### src/rtl/core/assert_macros.svh
// Assertion helpers shared by the RTL.
`ifndef ASSERT_MACROS_SVH
`define ASSERT_MACROS_SVH

// Check a property at every rising clock edge outside reset.
`define ASSERT_ALWAYS(label, clk, rst, prop) \
  label: assert property (@(posedge clk) disable iff (rst) (prop)) \
    else $error("assertion failed");

// Check that a condition implies a consequence in the next cycle.
`define ASSERT_NEXT(label, clk, rst, ante, cons) \
  label: assert property (@(posedge clk) disable iff (rst) (ante) |=> (cons)) \
    else $error("assertion failed");

`endif

### src/rtl/core/ahpp_pkg.sv
package ahpp_pkg;

  localparam logic [1:0] KIND_ADDR = 2'd0;
  localparam logic [1:0] KIND_ID   = 2'd1;
  localparam logic [1:0] KIND_DATA = 2'd2;
  localparam logic [1:0] KIND_END  = 2'd3;

  localparam logic [1:0] MODE_HEX  = 2'd0;
  localparam logic [1:0] MODE_RAW  = 2'd1;
  localparam logic [1:0] MODE_NONE = 2'd2;

  localparam logic [7:0] CHAR_0 = 8'h30;
  localparam logic [7:0] CHAR_9 = 8'h39;
  localparam logic [7:0] CHAR_A = 8'h41;
  localparam logic [7:0] CHAR_F = 8'h46;
  localparam logic [7:0] CHAR_X = 8'h58;
  localparam logic [7:0] CHAR_S = 8'h53;

  typedef struct packed {
    logic [1:0] kind;
    logic [7:0] value;
    logic [1:0] packet_type;
    logic       digit_error;
    logic       last;
  } result_t;

  function automatic logic hex_valid(input logic [7:0] c);
    hex_valid = ((c >= CHAR_0) && (c <= CHAR_9)) || ((c >= CHAR_A) && (c <= CHAR_F));
  endfunction

  function automatic logic [3:0] hex_nibble(input logic [7:0] c);
    if ((c >= CHAR_0) && (c <= CHAR_9)) begin
      hex_nibble = c[3:0];
    end else if ((c >= CHAR_A) && (c <= CHAR_F)) begin
      hex_nibble = c[3:0] + 4'd9;
    end else begin
      hex_nibble = 4'd0;
    end
  endfunction

endpackage

### src/rtl/core/ascii_hex_packet_parser.sv
// Parses an ASCII packet arriving one byte per word on the slave side and
// streams address, id, data and end-status words on the master side. The
// parser takes one byte every cycle; each byte is decoded in the cycle it is
// accepted and its zero, one or two results go into a DEPTH-entry output
// queue, which drains one word per cycle while m_tready is high. The slave
// side stalls only while fewer than two entries are free, so with m_tready
// high a packet whose bytes yield at most one word each runs at one byte per cycle.
`include "assert_macros.svh"

module ascii_hex_packet_parser #(
  parameter int DEPTH = 4
) (
  input  logic        clk,
  input  logic        rst,
  input  logic        s_tvalid,
  output logic        s_tready,
  input  logic [7:0]  s_tdata,   // rx_byte[7:0]
  input  logic        s_tlast,   // end_of_packet
  output logic        m_tvalid,
  input  logic        m_tready,
  output logic [15:0] m_tdata,   // value[7:0], packet_type[9:8], digit_error[10], zero[15:11]
  output logic [1:0]  m_tuser,   // kind[1:0]
  output logic        m_tlast    // last
);
  import ahpp_pkg::*;

  localparam int AW = (DEPTH > 1) ? $clog2(DEPTH) : 1;
  localparam int CW = $clog2(DEPTH + 1);
  localparam logic [AW-1:0] PTR_LAST = AW'(DEPTH - 1);
  localparam logic [CW-1:0] CNT_ROOM = CW'(DEPTH - 2);

  logic [2:0] byte_position, byte_position_next;
  logic [1:0] data_mode, data_mode_next;
  logic [7:0] delay0, delay0_next, delay1, delay1_next;
  logic [1:0] delay_fill, delay_fill_next;
  logic [3:0] high_digit, high_digit_next;
  logic       high_digit_held, high_digit_held_next;
  logic       packet_error, packet_error_next;

  result_t       queue [DEPTH];
  logic [AW-1:0] wr_ptr, wr_ptr_next, rd_ptr, rd_ptr_next;
  logic [CW-1:0] count, count_next;

  logic    s_acc, m_acc;
  logic    res_valid, end_valid;
  result_t res_word, end_word;
  logic [AW-1:0] wr_ptr_plus, end_addr;

  assign s_acc = s_tvalid && s_tready;
  assign m_acc = m_tvalid && m_tready;
  assign s_tready = (count <= CNT_ROOM);

  always_comb begin
    logic [7:0] digit_byte;
    logic [3:0] nib;
    logic       use_digit;
    byte_position_next   = byte_position;
    data_mode_next       = data_mode;
    delay0_next          = delay0;
    delay1_next          = delay1;
    delay_fill_next      = delay_fill;
    high_digit_next      = high_digit;
    high_digit_held_next = high_digit_held;
    packet_error_next    = packet_error;
    res_valid            = 1'b0;
    res_word             = '0;
    end_word             = '0;
    use_digit            = 1'b0;
    digit_byte           = (byte_position >= 3'd6) ? delay0 : s_tdata;
    nib                  = hex_nibble(digit_byte);

    if (byte_position == 3'd1) begin
      if (s_tdata == CHAR_X) begin
        data_mode_next = MODE_HEX;
      end else if (s_tdata == CHAR_S) begin
        data_mode_next = MODE_RAW;
      end else begin
        data_mode_next = MODE_NONE;
      end
    end else if ((byte_position >= 3'd2) && (byte_position <= 3'd5)) begin
      use_digit = 1'b1;
      res_word.kind = (byte_position == 3'd3) ? KIND_ADDR : KIND_ID;
    end else if (byte_position >= 3'd6) begin
      if (delay_fill >= 2'd2) begin
        delay0_next = delay1;
        delay1_next = s_tdata;
        res_word.kind = KIND_DATA;
        if (data_mode == MODE_RAW) begin
          res_valid = 1'b1;
          res_word.value = delay0;
        end else if (data_mode == MODE_HEX) begin
          use_digit = 1'b1;
        end
      end else begin
        if (delay_fill[0]) begin
          delay1_next = s_tdata;
        end else begin
          delay0_next = s_tdata;
        end
        delay_fill_next = delay_fill + 2'd1;
      end
    end

    if (use_digit) begin
      if (!hex_valid(digit_byte)) begin
        packet_error_next = 1'b1;
      end
      if (!high_digit_held) begin
        high_digit_next      = nib;
        high_digit_held_next = 1'b1;
      end else begin
        res_valid            = 1'b1;
        res_word.value       = {high_digit, nib};
        high_digit_next      = 4'd0;
        high_digit_held_next = 1'b0;
      end
    end

    res_word.packet_type = data_mode_next;
    res_word.digit_error = packet_error_next;

    if (byte_position != 3'd7) begin
      byte_position_next = byte_position + 3'd1;
    end

    end_valid            = s_tlast;
    end_word.kind        = KIND_END;
    end_word.packet_type = data_mode_next;
    end_word.last        = 1'b1;
    end_word.digit_error = packet_error_next || (byte_position < 3'd5) ||
                           ((data_mode_next == MODE_HEX) && (byte_position >= 3'd6) &&
                            high_digit_held_next);
    if (s_tlast) begin
      byte_position_next   = 3'd0;
      data_mode_next       = MODE_NONE;
      delay0_next          = 8'd0;
      delay1_next          = 8'd0;
      delay_fill_next      = 2'd0;
      high_digit_next      = 4'd0;
      high_digit_held_next = 1'b0;
      packet_error_next    = 1'b0;
    end
  end

  assign wr_ptr_plus = (wr_ptr == PTR_LAST) ? '0 : wr_ptr + AW'(1);
  assign end_addr    = res_valid ? wr_ptr_plus : wr_ptr;

  always_comb begin
    logic [AW-1:0] end_plus;
    end_plus    = (end_addr == PTR_LAST) ? '0 : end_addr + AW'(1);
    wr_ptr_next = wr_ptr;
    rd_ptr_next = rd_ptr;
    count_next  = count;
    if (s_acc) begin
      wr_ptr_next = end_valid ? end_plus : end_addr;
      count_next  = count + CW'(res_valid) + CW'(end_valid);
    end
    if (m_acc) begin
      rd_ptr_next = (rd_ptr == PTR_LAST) ? '0 : rd_ptr + AW'(1);
      count_next  = count_next - CW'(1);
    end
  end

  always_ff @(posedge clk) begin
    if (rst) begin
      byte_position   <= 3'd0;
      data_mode       <= MODE_NONE;
      delay0          <= 8'd0;
      delay1          <= 8'd0;
      delay_fill      <= 2'd0;
      high_digit      <= 4'd0;
      high_digit_held <= 1'b0;
      packet_error    <= 1'b0;
      wr_ptr          <= '0;
      rd_ptr          <= '0;
      count           <= '0;
    end else begin
      if (s_acc) begin
        byte_position   <= byte_position_next;
        data_mode       <= data_mode_next;
        delay0          <= delay0_next;
        delay1          <= delay1_next;
        delay_fill      <= delay_fill_next;
        high_digit      <= high_digit_next;
        high_digit_held <= high_digit_held_next;
        packet_error    <= packet_error_next;
      end
      wr_ptr <= wr_ptr_next;
      rd_ptr <= rd_ptr_next;
      count  <= count_next;
    end
  end

  always_ff @(posedge clk) begin
    if (s_acc && res_valid) begin
      queue[wr_ptr] <= res_word;
    end
    if (s_acc && end_valid) begin
      queue[end_addr] <= end_word;
    end
  end

  assign m_tvalid = (count != '0);
  assign m_tdata  = {5'd0, queue[rd_ptr].digit_error, queue[rd_ptr].packet_type,
                     queue[rd_ptr].value};
  assign m_tuser  = queue[rd_ptr].kind;
  assign m_tlast  = queue[rd_ptr].last;

  `ASSERT_ALWAYS(a_count_bound, clk, rst, count <= CW'(DEPTH))
  `ASSERT_ALWAYS(a_held_after_mode, clk, rst, !high_digit_held || (byte_position >= 3'd3))
  `ASSERT_NEXT(a_restart_on_last, clk, rst, s_acc && s_tlast, byte_position == 3'd0)
  `ASSERT_NEXT(a_last_queues_word, clk, rst, s_acc && s_tlast, m_tvalid)

endmodule
### config.mk
export PLATFORM = sky130hd
export DESIGN_NAME = ascii_hex_packet_parser
export DESIGN_NICKNAME = d
export VERILOG_FILES = /design/src/rtl/core/ahpp_pkg.sv /design/src/rtl/core/ascii_hex_packet_parser.sv
export VERILOG_INCLUDE_DIRS = /design/src /design/src/rtl/core
export SDC_FILE = /design/constraint.sdc
export NUM_CORES = 1
export LEC_CHECK = 0
export BUFFER_PORTS_ARGS = -buffer_cell sky130_fd_sc_hd__buf_2
export CELL_PAD_IN_SITES_DETAIL_PLACEMENT = 1
export CELL_PAD_IN_SITES_GLOBAL_PLACEMENT = 1
export CORE_ASPECT_RATIO = 0.6
export CORE_UTILIZATION = 48
export CTS_CLUSTER_DIAMETER = 40
export CTS_CLUSTER_SIZE = 20
export DETAILED_ROUTE_END_ITERATION = 7
export GPL_TIMING_DRIVEN = 1
export PLACE_DENSITY = 0.82
export SYNTH_ARGS = -nofsm -noshare
export SYNTH_HDL_FRONTEND = slang
export SYNTH_SLANG_ARGS = --single-unit
### constraint.sdc
create_clock -name clk -period 4.1 [get_ports clk]
set_clock_uncertainty 0.05 [all_clocks]
set_input_delay 0.205 -clock clk [delete_from_list [all_inputs] [get_ports clk]]
set_output_delay 0.205 -clock clk [all_outputs]
set_load 0.01 [all_outputs]
Word level (Yosys, flattened, before mapping)
Memories as Yosys holds them, arrays and structs flattened. A register that Yosys moved wholly into a read port is not among the register bits.
Cells that the tools add are included.

cells by class
  $add $sub $neg = 9
  order comparisons = 10
  equality and inequality tests = 13
  mux-type cells = 70
  reductions and logical operators = 24

operator list
  kind                                                                                  count
  8-bit 2-to-1 mux                                                                      17
  2-bit 2-to-1 mux                                                                      17
  10-bit 2-to-1 mux                                                                     3
  1-bit 2-to-1 mux                                                                      24
  4-bit 2-to-1 mux                                                                      5
  8-bit by 7-bit == test with 1-bit output (second input constant)                      2
  5-bit AND reduction                                                                   3
  3-bit 2-to-1 mux                                                                      4
  1-bit logical AND                                                                     9
  2-bit by 1-bit adder with 2-bit output (second input constant)                        4
  8-bit by 6-bit greater-or-equal comparator with 1-bit output (second input constant)  1
  8-bit by 7-bit greater-or-equal comparator with 1-bit output (second input constant)  1
  8-bit by 6-bit less-or-equal comparator with 1-bit output (second input constant)     1
  8-bit by 7-bit less-or-equal comparator with 1-bit output (second input constant)     1
  3-bit by 1-bit adder with 3-bit output                                                2
  2-bit == test (second input constant)                                                 3
  2-bit != test (second input constant)                                                 3
  2-bit nonzero test                                                                    3
  3-bit nonzero test                                                                    2
  4-bit adder (second input constant)                                                   1
  2-bit logical NOT                                                                     2
  2-bit AND reduction                                                                   2
  3-bit by 1-bit adder with 3-bit output (second input constant)                        1
  3-bit by 1-bit == test with 1-bit output (second input constant)                      1
  other kinds (12)                                                                      14

storage, ports and cells
  bits in registers = 36
  bits in writable memories = 56
  bits of input ports = 13
  word-level logic and storage cells = 138
  memories = 1

memory list
  memory  words  bits a word  read ports  clocked after memory_dff  wr ports  line                           text
  queue   4      14           1           1                         2         ascii_hex_packet_parser.sv:40  result_t queue [DEPTH];

Depth between registers and ports, before layout
  depth in word-level cells = 13
  depth in mapped cells = 16

Least setup slack after synthesis
Ideal clock, no wire load.

  path type = register to register
  start point = register byte_position[1]
  end point = register count[1]
  library setup time = 0.086 ns
  data arrival time = 2.853 ns
  required time = 3.964 ns
  setup slack = 1.112 ns
  cell stages (with the launch flop) = 15
  path through = dfxtp_1 -> inv_1 -> ha_1 -> buf_2 -> a21oi_1 -> nor2_1 -> buf_2 -> and2_1 -> buf_4 -> fa_1 -> ha_1 -> mux2i_1 -> ha_1 -> and3_1 -> a211oi_1

between the ends
  word-level cells in the longest chain between the ends = 11
  elaborated cells on any way between the ends = 18

RTL lines
  element                                                       line                                                          text
  from (decl)                                                   ascii_hex_packet_parser.sv:32                                 logic [2:0] byte_position, byte_position_next;
  from (signal assigned)                                        ascii_hex_packet_parser.sv:179                                byte_position <= byte_position_next;
  3-bit greater-or-equal comparator (tied with other cells)     ascii_hex_packet_parser.sv:83                                 end else if (byte_position >= 3'd6) begin
  1-bit 2-to-1 mux / 1-bit logical AND (equally long branches)  ascii_hex_packet_parser.sv:83, ascii_hex_packet_parser.sv:80
  1-bit 2-to-1 mux                                              ascii_hex_packet_parser.sv:80                                 end else if ((byte_position >= 3'd2) && (byte_position <= 3'd5)) begin
  1-bit 2-to-1 mux                                              ascii_hex_packet_parser.sv:72                                 if (byte_position == 3'd1) begin
  1-bit 2-to-1 mux                                              ascii_hex_packet_parser.sv:108                                if (!high_digit_held) begin
  1-bit 2-to-1 mux *                                            ascii_hex_packet_parser.sv:104                                if (use_digit) begin
  3-bit by 1-bit adder with 3-bit output * (2 in a row)         ascii_hex_packet_parser.sv:156                                count_next = count + CW'(res_valid) + CW'(end_valid);
  3-bit 2-to-1 mux *                                            ascii_hex_packet_parser.sv:154                                if (s_acc) begin
  3-bit by 1-bit subtractor with 3-bit output                   ascii_hex_packet_parser.sv:160                                count_next = count_next - CW'(1);
  3-bit 2-to-1 mux *                                            ascii_hex_packet_parser.sv:158                                if (m_acc) begin
  to (signal assigned)                                          ascii_hex_packet_parser.sv:190                                count <= count_next;
  to (decl)                                                     ascii_hex_packet_parser.sv:42                                 logic [CW-1:0] count, count_next;

Every way passes the cells marked *; elsewhere a longest branch is shown, timed or not.
A chain may end at the register's enable or synchronous reset.

==> flow_summary.json <==
{
  "status": "finished clean",
  "path_buf_inv": 3,
  "clock.fmax_mhz": 259,
  "crit_path_end_kind": "flop",
  "numClockSinks": 94,
  "period_share_pct": 94.1,
  "initial_utilization_pct": 50.5,
  "fillCellCount": 1122,
  "routabilityCongestion": 0.924,
  "synth_commonest_cells": "82 x dfxtp_1, 46 x nor2_1, 35 x nand2_1",
  "yosys.area.top_type": "dfxtp_1",
  "syn_inst": 510,
  "ir_drop_uv": 340,
  "critPathTopFamily": "simple AND/OR/NAND/NOR gates",
  "grt-ovfl-total": 0,
  "netlist_area_sq_um": 5080,
  "powerDensity_nw_per_um2": 450,
  "drt-vias-per-instance": 6.55,
  "total_leakage_power_uw": 0.00205,
  "fp-row-count": 28,
  "fin_util_pct": 55.0,
  "ys_types": 77,
  "fin_nets": 552,
  "clk_pin_slew_ns": 0.07,
  "async_flop_share_pct": 0,
  "area_growth_pct": 8.74,
  "routedWlPerCell_um": 23.3,
  "postRouteWirelength_um": 15300,
  "yosysWarnings": 0,
  "portBuffers": 28,
  "worstMarginPinSlew_ns": 1.07,
  "synth_edf_count": 12,
  "via_count": 4302,
  "ios": 34,
  "grt.total_usage_pct": 29.8,
  "grt_pass1_wl_um": 24200,
  "drc": 0,
  "crit_slowest_cell": "nand2b_1",
  "dpl.hpwl_um": 10900,
  "htreeDepth": 3,
  "ys_seq_area_share_pct": 39.4,
  "numCtsBuffers": 9,
  "die_x_um": 135,
  "synth_top_cell_area_share_pct": 32.3,
  "root_buffer": "clkbuf_16",
  "drv_cap": 0,
  "finalPower_uw": 2490,
  "critPathMaxFanout": 11,
  "setup_viol": 0,
  "worstSetupPathType": "flop to flop",
  "rsz0062_at_grt": "no",
  "grt_max_degree": 39,
  "post_cts_buffers": 0,
  "antenna_found_initial": 0,
  "cp_slowest_stage_delay_ns": 0.53,
  "drive_above_1_share_pct": 16.9,
  "final_hold_viol_count": 0,
  "cp.arrival_ns": 4.02,
  "die-area_sq_um": 11000,
  "placed_cells": 641,
  "clk-insertion-delay-late_ns": 0.36,
  "crit_required_ns": 4.27,
  "final-seq-area_sq_um": 2000,
  "core_sq_um": 10100,
  "num_antenna_cells": 0,
  "max_slew_margin_pct": 28.9,
  "dr.pass1.iters": 5,
  "clk_path_buf_depth": 2,
  "ys_seq_elements": 94,
  "path_cells": "inv_1, ha_1, a21oi_1, nor2_1, buf_4, and2_1, nand2b_1, nand2_1, ha_1, a32oi_1, nand2b_1, inv_1, a2bb2oi_1",
  "tns_ns": 0,
  "drtAntennaViolNets": 0,
  "post_cts_resized": 0,
  "multiInputGateArea_sq_um": 2810,
  "slew_violations": 0,
  "fin_cells": 657,
  "cts_tree": "yes",
  "synth_area_per_cell_sq_um": 9.97,
  "cts-hold-fix-buffers": 0,
  "drt_iter0_drc": 411,
  "hold_class": "input pin to flop",
  "synth.area.top_cells": "dfxtp_1 32%, edfxtp_1 7.1%, mux4_2 6.2%",
  "cp-start-kind": "flop",
  "fin_crit_ns": 3.86,
  "ys.flop_type": "dfxtp_1",
  "synth_most_common_cell": "dfxtp_1",
  "grt_pass1_vias": 4261,
  "die_y_um": 81.7
}
[area by class of cell]
class                   count  area share [%]
inverters                  22            1.49
flip-flops and latches     94            36.2
clock inverters             7            1.22
multi-input cells         358            50.8
well taps                 135            3.06
clock buffers               9            4.08
repair buffers             32            3.08
[sequential cells by signal, summed over array words and instances, names as in the netlist, 3 cells and up, named ones only]
register	count
count	3
queue	56
byte_position	3
delay0	8
high_digit	4
delay1	8
[stage by stage]
step	instance area [sq um]	hold WS, ns	setup WS, ns
finish	5530	0.118	0.243
global route	5530	0.164	0.00828
CTS	5530	0.118	0.318
detailed placement	5230	0.395	0.397
global placement	5230	0.391	0.557
floorplan	5100	0.329	1.11
[cell families (layout without fill, tap and decap cells)]
| logic type | after synthesis | in the layout | share of synthesized area [%] |
|---|---|---|---|
| other | 1 | 5 | 0.0738 |
| multiplexers | 37 | 37 | 10.9 |
| buffers and inverters | 62 | 70 | 5.61 |
| AO/OA/AOI/OAI | 140 | 140 | 22.1 |
| AND/OR/NAND/NOR | 150 | 150 | 15.6 |
| flip-flops | 94 | 94 | 39.4 |
| XOR/XNOR | 4 | 4 | 0.689 |
| adder cells (fa/ha/maj) | 22 | 22 | 5.56 |
[power breakdown]
group          switching (uW)  internal [uW]
Clock                     412            427
Sequential                104           1010
Combinational             311            226
Total                     827           1660
[metal layers]
| metal | wire, um | up-vias | global-route usage [%] |
|---|---|---|---|
| li1 | - | 1916 | - |
| met1 | 7250 | 2180 | 42.5 |
| met2 | 6620 | 178 | 44.1 |
| met3 | 1130 | 28 | 6.91 |
| met4 | 307 | 0 | 11.0 |
| met5 | 0 | - | 0 |
[worst min-delay path, delay by kind of cell]
| kind | cells | cell delay, ns |
|---|---|---|
| compound gates | 1 | 0.06 |
| simple gates | 1 | 0.07 |
| buf+inv | 1 | 0.12 |
[worst paths after layout]
| check | from | endpoint | slack (ns) | cells past startpoint |
|---|---|---|---|---|
| max | byte_position[1] | queue[3][13] | 0.24 | 13 |
| min | m_tready | rd_ptr[1] | 0.12 | 3 |
| max reg2reg | byte_position[1] | queue[3][13] | 0.24 | 13 |
| min reg2reg | queue[2][0] | queue[2][0] | 0.43 | 2 |
[placed cells by master (no fill, tap or decap), types with 8 or more instances in the layout]
master	instances
a21oi_1	22
nor2b_1	9
clkbuf_16	9
a22o_1	20
dfxtp_1	82
mux4_2	14
inv_1	20
nand2_1	35
mux2i_1	21
o21ai_0	18
nand2b_1	8
buf_2	28
edfxtp_1	12
nand3_1	8
nor2_1	46
o32ai_1	8
a2bb2oi_1	9
ha_1	21
Power figures use the tool's default switching activity.
